## config.mk

```make
export PLATFORM = sky130hd
export DESIGN_NAME = voice_command_frame_parser
export DESIGN_NICKNAME = d
export VERILOG_FILES = /design/src/hw/rtl/vcfp_pkg.sv /design/src/hw/rtl/vcfp_parser.sv /design/src/hw/rtl/vcfp_timer.sv /design/src/hw/rtl/voice_command_frame_parser.sv
export SDC_FILE = /design/constraint.sdc
export NUM_CORES = 1
export LEC_CHECK = 0
export ABC_CLOCK_PERIOD_IN_PS = 7550
export BUFFER_PORTS_ARGS = -buffer_cell sky130_fd_sc_hd__buf_2
export CORE_MARGIN = 8
export CORE_UTILIZATION = 54
export DETAILED_ROUTE_END_ITERATION = 8
export PLACE_DENSITY = 0.74
export SYNTH_ARGS = -nofsm -noshare
export SYNTH_HDL_FRONTEND = slang
export SYNTH_HIERARCHICAL = 1
export SYNTH_SLANG_ARGS = --single-unit
```

## constraint.sdc

```tcl
create_clock -name aclk -period 7.55 [get_ports aclk]
set_clock_uncertainty 0.15 [all_clocks]
set_input_delay 0.3775 -clock aclk [delete_from_list [all_inputs] [get_ports aclk]]
set_output_delay 0.3775 -clock aclk [all_outputs]
set_load 0.03 [all_outputs]
```

## src/hw/rtl/vcfp_pkg.sv

```systemverilog
// Shared constants and types of the voice command frame parser.
// No dependencies; imported by every module of the block.
`timescale 1ns / 1ps

package vcfp_pkg;

    localparam int BYTE_W     = 8;
    localparam int CODE_W     = 6;
    localparam int DATA_W     = 7;
    localparam int MS_W       = 10;
    localparam int SEC_W      = 16;
    localparam int POS_W      = 3;
    localparam int M_TDATA_W  = 32;
    localparam int M_TUSER_W  = 2;

    // Header and field limits of a frame
    localparam logic [BYTE_W-1:0] HDR0       = 8'hA5;
    localparam logic [BYTE_W-1:0] HDR1       = 8'hFA;
    localparam logic [BYTE_W-1:0] HDR2       = 8'h00;
    localparam logic [BYTE_W-1:0] HDR3       = 8'h81;
    localparam logic [BYTE_W-1:0] SEP_BYTE   = 8'h00;
    localparam logic [BYTE_W-1:0] WAKE_CODE  = 8'h01;
    localparam logic [BYTE_W-1:0] CODE_LIMIT = 8'h40;
    localparam logic [BYTE_W-1:0] DATA_LOW   = 8'h21;
    localparam logic [BYTE_W-1:0] DATA_LIMIT = 8'h60;

    // Timebase
    localparam logic [MS_W-1:0]  MS_LAST = 10'd999;
    localparam logic [SEC_W-1:0] SEC_MAX = 16'hFFFF;

    // Input kinds carried in s_tuser
    localparam logic OP_BYTE = 1'b0;
    localparam logic OP_TICK = 1'b1;

    typedef struct packed {
        logic wake_event;
        logic command_event;
    } parse_evt_t;

endpackage

```

## src/hw/rtl/vcfp_parser.sv

```systemverilog
// Frame parser: header match, wake flag, code and data stores.
// Depends on vcfp_pkg.
`timescale 1ns / 1ps

module vcfp_parser
    import vcfp_pkg::*;
(
    input  logic              clk,
    input  logic              rstn,
    input  logic              step_en,
    input  logic [BYTE_W-1:0] rx_byte,
    output parse_evt_t        evt,
    output logic [CODE_W-1:0] code_next,
    output logic [DATA_W-1:0] data_next,
    output logic              wake_next
);

    localparam logic [POS_W-1:0] POS_HDR0 = 3'd0;
    localparam logic [POS_W-1:0] POS_HDR1 = 3'd1;
    localparam logic [POS_W-1:0] POS_HDR2 = 3'd2;
    localparam logic [POS_W-1:0] POS_HDR3 = 3'd3;
    localparam logic [POS_W-1:0] POS_CODE = 3'd4;
    localparam logic [POS_W-1:0] POS_SEP  = 3'd5;
    localparam logic [POS_W-1:0] POS_DATA = 3'd6;

    logic [POS_W-1:0]  pos_reg, pos_next;
    logic              wake_reg;
    logic [CODE_W-1:0] code_reg;
    logic [DATA_W-1:0] data_reg;
    logic              code_ok, data_ok;

    assign code_ok = (rx_byte != 8'h00) && (rx_byte < CODE_LIMIT);
    assign data_ok = (rx_byte > DATA_LOW) && (rx_byte < DATA_LIMIT);

    always_comb begin
        pos_next  = pos_reg;
        wake_next = wake_reg;
        code_next = code_reg;
        data_next = data_reg;
        evt       = '0;
        if (step_en) begin
            unique case (pos_reg)
                POS_HDR0: pos_next = (rx_byte == HDR0) ? POS_HDR1 : POS_HDR0;
                POS_HDR1: pos_next = (rx_byte == HDR1) ? POS_HDR2 : POS_HDR0;
                POS_HDR2: pos_next = (rx_byte == HDR2) ? POS_HDR3 : POS_HDR0;
                POS_HDR3: pos_next = (rx_byte == HDR3) ? POS_CODE : POS_HDR0;
                POS_CODE: begin
                    if (rx_byte == WAKE_CODE) begin
                        wake_next      = 1'b1;
                        code_next      = rx_byte[CODE_W-1:0];
                        pos_next       = POS_HDR0;
                        evt.wake_event = 1'b1;
                    end else if (wake_reg) begin
                        // armed: take a valid code, hold position otherwise
                        if (code_ok) begin
                            code_next = rx_byte[CODE_W-1:0];
                            pos_next  = POS_SEP;
                        end
                    end else begin
                        pos_next = POS_HDR0;
                    end
                end
                POS_SEP:  pos_next = (rx_byte == SEP_BYTE) ? POS_DATA : POS_HDR0;
                POS_DATA: begin
                    if (wake_reg) begin
                        if (data_ok) begin
                            data_next         = rx_byte[DATA_W-1:0];
                            pos_next          = POS_HDR0;
                            evt.command_event = 1'b1;
                        end
                    end else begin
                        pos_next = POS_HDR0;
                    end
                end
                default:  pos_next = POS_HDR0;
            endcase
        end
    end

    always_ff @(posedge clk) begin
        if (!rstn) begin
            pos_reg  <= POS_HDR0;
            wake_reg <= 1'b0;
            code_reg <= '0;
            data_reg <= '0;
        end else begin
            pos_reg  <= pos_next;
            wake_reg <= wake_next;
            code_reg <= code_next;
            data_reg <= data_next;
        end
    end

endmodule

```

## src/hw/rtl/vcfp_timer.sv

```systemverilog
// Millisecond to second divider and saturating idle seconds counter.
// Depends on vcfp_pkg.
`timescale 1ns / 1ps

module vcfp_timer
    import vcfp_pkg::*;
(
    input  logic             clk,
    input  logic             rstn,
    input  logic             tick_en,
    input  logic             clear,
    output logic [SEC_W-1:0] sec_next
);

    logic [MS_W-1:0]  ms_reg, ms_next;
    logic [SEC_W-1:0] sec_reg;

    always_comb begin
        ms_next  = ms_reg;
        sec_next = sec_reg;
        if (tick_en) begin
            if (ms_reg >= MS_LAST) begin
                ms_next = '0;
                if (sec_reg != SEC_MAX) begin
                    sec_next = sec_reg + 1'b1;
                end
            end else begin
                ms_next = ms_reg + 1'b1;
            end
        end else if (clear) begin
            sec_next = '0;
        end
    end

    always_ff @(posedge clk) begin
        if (!rstn) begin
            ms_reg  <= '0;
            sec_reg <= '0;
        end else begin
            ms_reg  <= ms_next;
            sec_reg <= sec_next;
        end
    end

endmodule

```

## src/hw/rtl/voice_command_frame_parser.sv

```systemverilog
// Top level of the voice command frame parser: stream ports, input and result registers.
// Depends on vcfp_pkg, vcfp_parser and vcfp_timer.
`timescale 1ns / 1ps

// The block takes one request per cycle on the s_ channel, either a byte received from the
// voice module (s_tuser = 0) or a one millisecond tick (s_tuser = 1), as long as the input
// register is empty or the result register can advance. Every request gives exactly one
// result on the m_ channel, after it has passed through the input register and then the
// result register. A single parse and count step between the two registers updates the
// frame position, wake flag, code and data stores and the timebase once per request. Bytes
// must match the header A5 FA 00 81; then 01 is a wake frame, or (once woken) a code 02..3F,
// a 00 and a data byte 22..5F form a command frame. The result carries the event flags in
// m_tuser and the stores and the saturating count of whole seconds since the last wake or
// command in m_tdata. The wake flag is cleared only by reset. A stalled result does not
// block input: the input register still takes a request while the result register is full,
// and holds it until the result is taken.

module voice_command_frame_parser
    import vcfp_pkg::*;
(
    input  logic                 aclk,
    input  logic                 aresetn,
    input  logic                 s_tvalid,
    output logic                 s_tready,
    input  logic [BYTE_W-1:0]    s_tdata,   // [7:0] rx_byte
    input  logic                 s_tuser,   // [0] op: 0 byte, 1 tick
    output logic                 m_tvalid,
    input  logic                 m_tready,
    output logic [M_TDATA_W-1:0] m_tdata,   // [5:0] command_code, [12:6] command_data,
                                            // [13] wake_active, [29:14] idle_seconds,
                                            // [31:30] zero
    output logic [M_TUSER_W-1:0] m_tuser    // [0] wake_event, [1] command_event
);

    logic                 in_valid_reg;
    logic                 in_op_reg;
    logic [BYTE_W-1:0]    in_byte_reg;
    logic                 out_valid_reg;
    logic [M_TDATA_W-1:0] out_tdata_reg, out_tdata_next;
    logic [M_TUSER_W-1:0] out_tuser_reg, out_tuser_next;

    logic                 advance;
    logic                 load_in;
    logic                 fire;
    logic                 byte_step;
    logic                 tick_step;
    parse_evt_t           evt;
    logic [CODE_W-1:0]    code_next;
    logic [DATA_W-1:0]    data_next;
    logic                 wake_next;
    logic [SEC_W-1:0]     sec_next;

    // Advance the input register whenever the result register is free or being drained.
    assign advance   = !out_valid_reg || m_tready;
    assign s_tready  = !in_valid_reg || advance;
    assign load_in   = s_tvalid && s_tready;
    assign fire      = in_valid_reg && advance;
    assign byte_step = fire && (in_op_reg == OP_BYTE);
    assign tick_step = fire && (in_op_reg == OP_TICK);

    vcfp_parser u_parser (
        .clk       (aclk),
        .rstn      (aresetn),
        .step_en   (byte_step),
        .rx_byte   (in_byte_reg),
        .evt       (evt),
        .code_next (code_next),
        .data_next (data_next),
        .wake_next (wake_next)
    );

    // A completed wake or command frame restarts the idle count.
    vcfp_timer u_timer (
        .clk      (aclk),
        .rstn     (aresetn),
        .tick_en  (tick_step),
        .clear    (evt.wake_event || evt.command_event),
        .sec_next (sec_next)
    );

    // Pack the result: state after this request.
    assign out_tdata_next = {2'b00, sec_next, wake_next, data_next, code_next};
    assign out_tuser_next = {evt.command_event, evt.wake_event};

    // Input register: hold the request until it moves into the result register.
    always_ff @(posedge aclk) begin
        if (!aresetn) begin
            in_valid_reg <= 1'b0;
        end else if (s_tready) begin
            in_valid_reg <= s_tvalid;
        end
    end

    always_ff @(posedge aclk) begin
        if (load_in) begin
            in_op_reg   <= s_tuser;
            in_byte_reg <= s_tdata;
        end
    end

    // Result register: hold while the consumer stalls.
    always_ff @(posedge aclk) begin
        if (!aresetn) begin
            out_valid_reg <= 1'b0;
        end else if (advance) begin
            out_valid_reg <= in_valid_reg;
        end
    end

    always_ff @(posedge aclk) begin
        if (fire) begin
            out_tdata_reg <= out_tdata_next;
            out_tuser_reg <= out_tuser_next;
        end
    end

    assign m_tvalid = out_valid_reg;
    assign m_tdata  = out_tdata_reg;
    assign m_tuser  = out_tuser_reg;

endmodule

```

# After elaboration in Yosys (flattened, before gate mapping)
# Cells that the tools add are included.
[word_totals] regBits=86 elab_cells=81 output_inout_bits=36
[op_classes] muxes=34 n_reduce_logical=15 addsub=2 n_bitwise=1 n_eq_ne=13 order_cmp=4
[op_table] operator="2-to-1 mux 16 bit" count=4
[op_table] operator="2-to-1 mux 6 bit" count=5
[op_table] operator="2-to-1 mux 7 bit" count=4
[op_table] operator="equality test 8 bit, second input constant" count=3
[op_table] operator="2-to-1 mux 3 bit" count=7
[op_table] operator="case mux 3 bit (7 select lines)" count=1
[op_table] operator="adder 16 x 1 -> 16 bit, second input constant" count=1
[op_table] operator="< comparator 8 x 7 -> 1 bit, second input constant" count=2
[op_table] operator="!= test 16 bit, second input constant" count=1
[op_table] operator="adder 10 x 1 -> 10 bit, second input constant" count=1
[op_table] operator="greater-or-equal comparator 10 bit, second input constant" count=1
[op_table] operator="2-to-1 mux 10 bit" count=1
[op_table] operator="equality test 3 bit, second input constant" count=3
[op_table] operator="2-to-1 mux 1 bit" count=9
[op_table] operator="equality test 8 x 1 -> 1 bit, second input constant" count=1
[op_table] operator="greater-than comparator 8 x 6 -> 1 bit, second input constant" count=1
[op_table] operator="logical NOT 8 bit" count=1
[op_table] operator="nonzero test 8 bit" count=1
[op_table] operator="equality test 3 x 2 -> 1 bit, second input constant" count=2
[op_table] operator="logical AND 1 bit" count=6
[op_table] operator="2-to-1 mux 2 bit" count=3
[op_table] operator="!= test 4 bit, second input constant" count=1
[op_table] operator="equality test 3 x 1 -> 1 bit, second input constant" count=1
[op_table] operator="logical NOT 3 bit" count=1
[op_table] operator="5 further kinds" count=8

# Depth between registers and ports, before layout
[depth] word_depth=9 mapped_depth=12 ltp_nobuf=12

# Cells and area by module
# Netlist, hierarchy kept.
[modules_own_cells] mod="vcfp_timer" area_each_um2=1502.7 seq_area_each_um2=520.5 cells_per_inst=183 n_inst=1
[modules_own_cells] mod="voice_command_frame_parser" area_each_um2=1382.6 seq_area_each_um2=1271.2 cells_per_inst=57 n_inst=1
[modules_own_cells] mod="vcfp_parser" area_each_um2=1172.4 seq_area_each_um2=340.3 cells_per_inst=134 n_inst=1

# Least setup slack after synthesis
# OpenSTA, ideal clock, no wires.
[synth_timing] kind="register to register" start="register out_valid_reg (netlist: m_tvalid)" end="register u_timer.sec_reg[4]" setup_slack_ps=4686 stages_incl_launch_ff=12 synth_period_minus_slack_ps=2864 setup_time_ps=115 path_buffers=1 arrival_time_ps=2599 required_time_ps=7285 cell_sequence="dfxtp_1 > nand2b_1 > nor3b_2 > nand2b_2 > or4_4 > nor2_1 > or2_1 > nand2b_1 > clkbuf_1 > o311ai_0 > o41ai_1 > and2_1"
[synth_lines] element="start: declaration" line_no="voice_command_frame_parser.sv:38" source="logic out_valid_reg;"
[synth_lines] element="start signal: assignment" line_no="voice_command_frame_parser.sv:106" source="out_valid_reg <= in_valid_reg;"
[synth_lines] element="end signal: assignment" line_no="vcfp_timer.sv:41" source="sec_reg <= sec_next;"
[synth_lines] element="end: declaration" line_no="vcfp_timer.sv:16" source="logic [SEC_W-1:0] sec_reg;"

==> qor.csv <==
metric;value;unit
synth.yosys.seq_area_share;0.525;
hold_violations;0;
synth_warnings;6;
cts_hold_buf;0;
place_ws;4210;ps
clockRootBuffer;clkbuf_8;
seq_area;2130;um2
clk_pin_slew;90;ps
r2r-start;in_valid_reg;
status;finished, final reports clean;
power.total;0.895;mW
drive_above_1_share;0.225;
die-area;10500;um2
cts-buffers-inserted;9;
die_y;103;um
first_iter_violations;248;
cts_tree;done;
nFillCells;606;
ys_types;79;
period_share;0.430;
grt_usage;0.180;
postCtsSetupBuffers;0;
postCtsResizedCells;0;
synth_cells;374;
gp_congestion;0.882;
cp_data_arrival_time;3370;ps
worst_setup_path_end_kind;register;
ys_ff_latch;86;
num_antenna_cells;0;
rsz0062_at_grt;false;
antenna_left;0;
cts_sinks;86;
grt-ovfl-total;0;
routed_wl;8890;um
syn_area;4060;um2
grt_pass1_wl;14500;um
required;7670;ps
grt_max_degree;44;
p_leak;1.66;nW
synth_area_leaders;edfxtp_1 (30%), dfxtp_1 (22%), mux2i_1 (3.7%), nand2_1 (3.3%), nand4_1 (3.1%);
ys_dominant_reg_cell;dfxtp_1;
drc;0;
avgRoutedWirePerCell;17.2;um
whs;31.4;ps
fin_tns_setup;0;ps
cts_max_level;3;
finalSetupViolations;0;
synth_top_area_frac;0.303;
area_growth;11.4;%
ir_worst_vdd;0.000107;V
largest_reg_flops;30;
via_per_inst;5.99;
antenna_found_initial;0;
min_period;3250;ps
cts_max_path_buffers;2;
drv_slew;0;
hold_path_startpoint;s_tdata[2];
multi_input_area;1790;um2
timing.fmax;0.308;GHz
critical_path_class;register to register;
syn_area_per_cell;10.8;um2
synth-edff-count;41;
synth_largest_area_cell;edfxtp_1;
slew_headroom;0.496;
hpwl;6030;um
portBuffers;46;
maxCapViolations;0;
worst_pin_slew;756;ps
die_w;103;um
core-area;7250;um2
power_density;198;nW/um2
placementRows;31;
ios;49;
clk_latency;370;ps
critPathMaxFanout;12;
drt_pre_antenna_iters;5;
grt_pass1_vias;2875;
fin_ws;4300;ps
initial_core_util;0.559;
layoutNonFillerInstCount;517;
num_vias;3096;
hold_class;input port to register;
nNetsFinal;428;
crit_path_start_kind;register;
crit_start;in_valid_reg;
ys_async_sr_fraction;0;
placed_cells;501;
==> critical path, cell delays in order (launching register included) <==
cell,delay (ps)
dfxtp_1,410
inv_1,80
nor3b_2,480
nand2b_2,170
or4_4,540
nor2_1,220
or2_1,210
nand2b_1,270
nand2_1,150
a21oi_1,40
a211o_1,260
and2_1,150
==> worst paths after layout <==
kind         slack [ps]                   end  depth (start not counted)
min                  30        in_byte_reg[2]                          1
max                4300   u_timer/sec_reg[13]                         11
min reg2reg         320  u_parser/data_reg[1]                          2
max reg2reg        4300   u_timer/sec_reg[13]                         11
==> layout by cell type, fill, tap and decap left out, types with 9 or more instances in the layout <==
master / n
clkbuf_8: 9
and2_1: 16
inv_1: 9
nand4_1: 20
dfxtp_1: 45
buf_2: 46
mux2i_1: 15
nand2_1: 36
edfxtp_1: 41
nand3_1: 16
nor2_1: 22
==> final cells by class <==
| class | instances | area share |
|---|---|---|
| Sequential cell | 86 | 0.472 |
| Multi-Input combinational cell | 259 | 0.396 |
| Timing Repair Buffer | 47 | 0.0526 |
| Clock buffer | 9 | 0.0274 |
| Tap cell | 99 | 0.0274 |
| Clock inverter | 7 | 0.0163 |
| Inverter | 10 | 0.00831 |
==> metal layers <==
layer | vias up | part of all wire | track usage
met2 | 108 | 0.43 | 0.261
li1 | 1479 | - | -
met5 | - | 0 | 0
met3 | 8 | 0.070 | 0.0520
met1 | 1501 | 0.48 | 0.247
met4 | 0 | 0.013 | 0.0700
==> synthesized netlist by cell type, drive strengths merged (2+ instances only) <==
cell type / instances
dfxtp: 45
edfxtp: 41
nand2: 37
nor2: 22
nand4: 21
and2: 17
nand3: 16
mux2i: 15
buf: 11
inv: 10
clkbuf: 9
a21oi: 7
nor3: 7
nor4: 7
o21ai: 7
mux2: 6
a22o: 5
o22ai: 5
xnor2: 5
xor2: 5
and3: 4
nand2b: 4
o211ai: 4
o31ai: 4
o41ai: 4
or2: 4
a211o: 3
a21o: 3
a31oi: 3
nand4b: 3
nor2b: 3
nor3b: 3
o221a: 3
or4: 3
a211oi: 2
a21boi: 2
ha: 2
nand3b: 2
o2111ai: 2
o311ai: 2
or3: 2
==> cells by family (layout without fill, tap and decap cells) <==
family	count (synthesis)	after routing	synth area share
other	1	2	0.000924
buffers and inverters	30	73	0.0342
muxes	21	21	0.0537
DFF	86	86	0.525
AOI/OAI and AO/OA	63	63	0.124
xor gates and xnor gates	10	10	0.0216
and+or+nand+nor	161	161	0.234
adders and majority gates	2	2	0.00617
==> where the power goes <==
group | switching [mW] | internal [mW] | total [mW] | leakage (nW)
logic | 0.0397 | 0.0163 | 0.0560 | 0.828
registers | 0.0133 | 0.500 | 0.513 | 0.746
clock network | 0.173 | 0.153 | 0.326 | 0.0895
total | 0.226 | 0.669 | 0.895 | 1.66
==> stage by stage <==
step                      area, um2   util
after global placement         4320  0.596
after CTS                      4520  0.623
after floorplan                4060      -
final                          4520  0.623
after global routing           4520  0.623
after detailed placement       4320  0.596
Note: power is estimated with default switching activity, not from simulation.
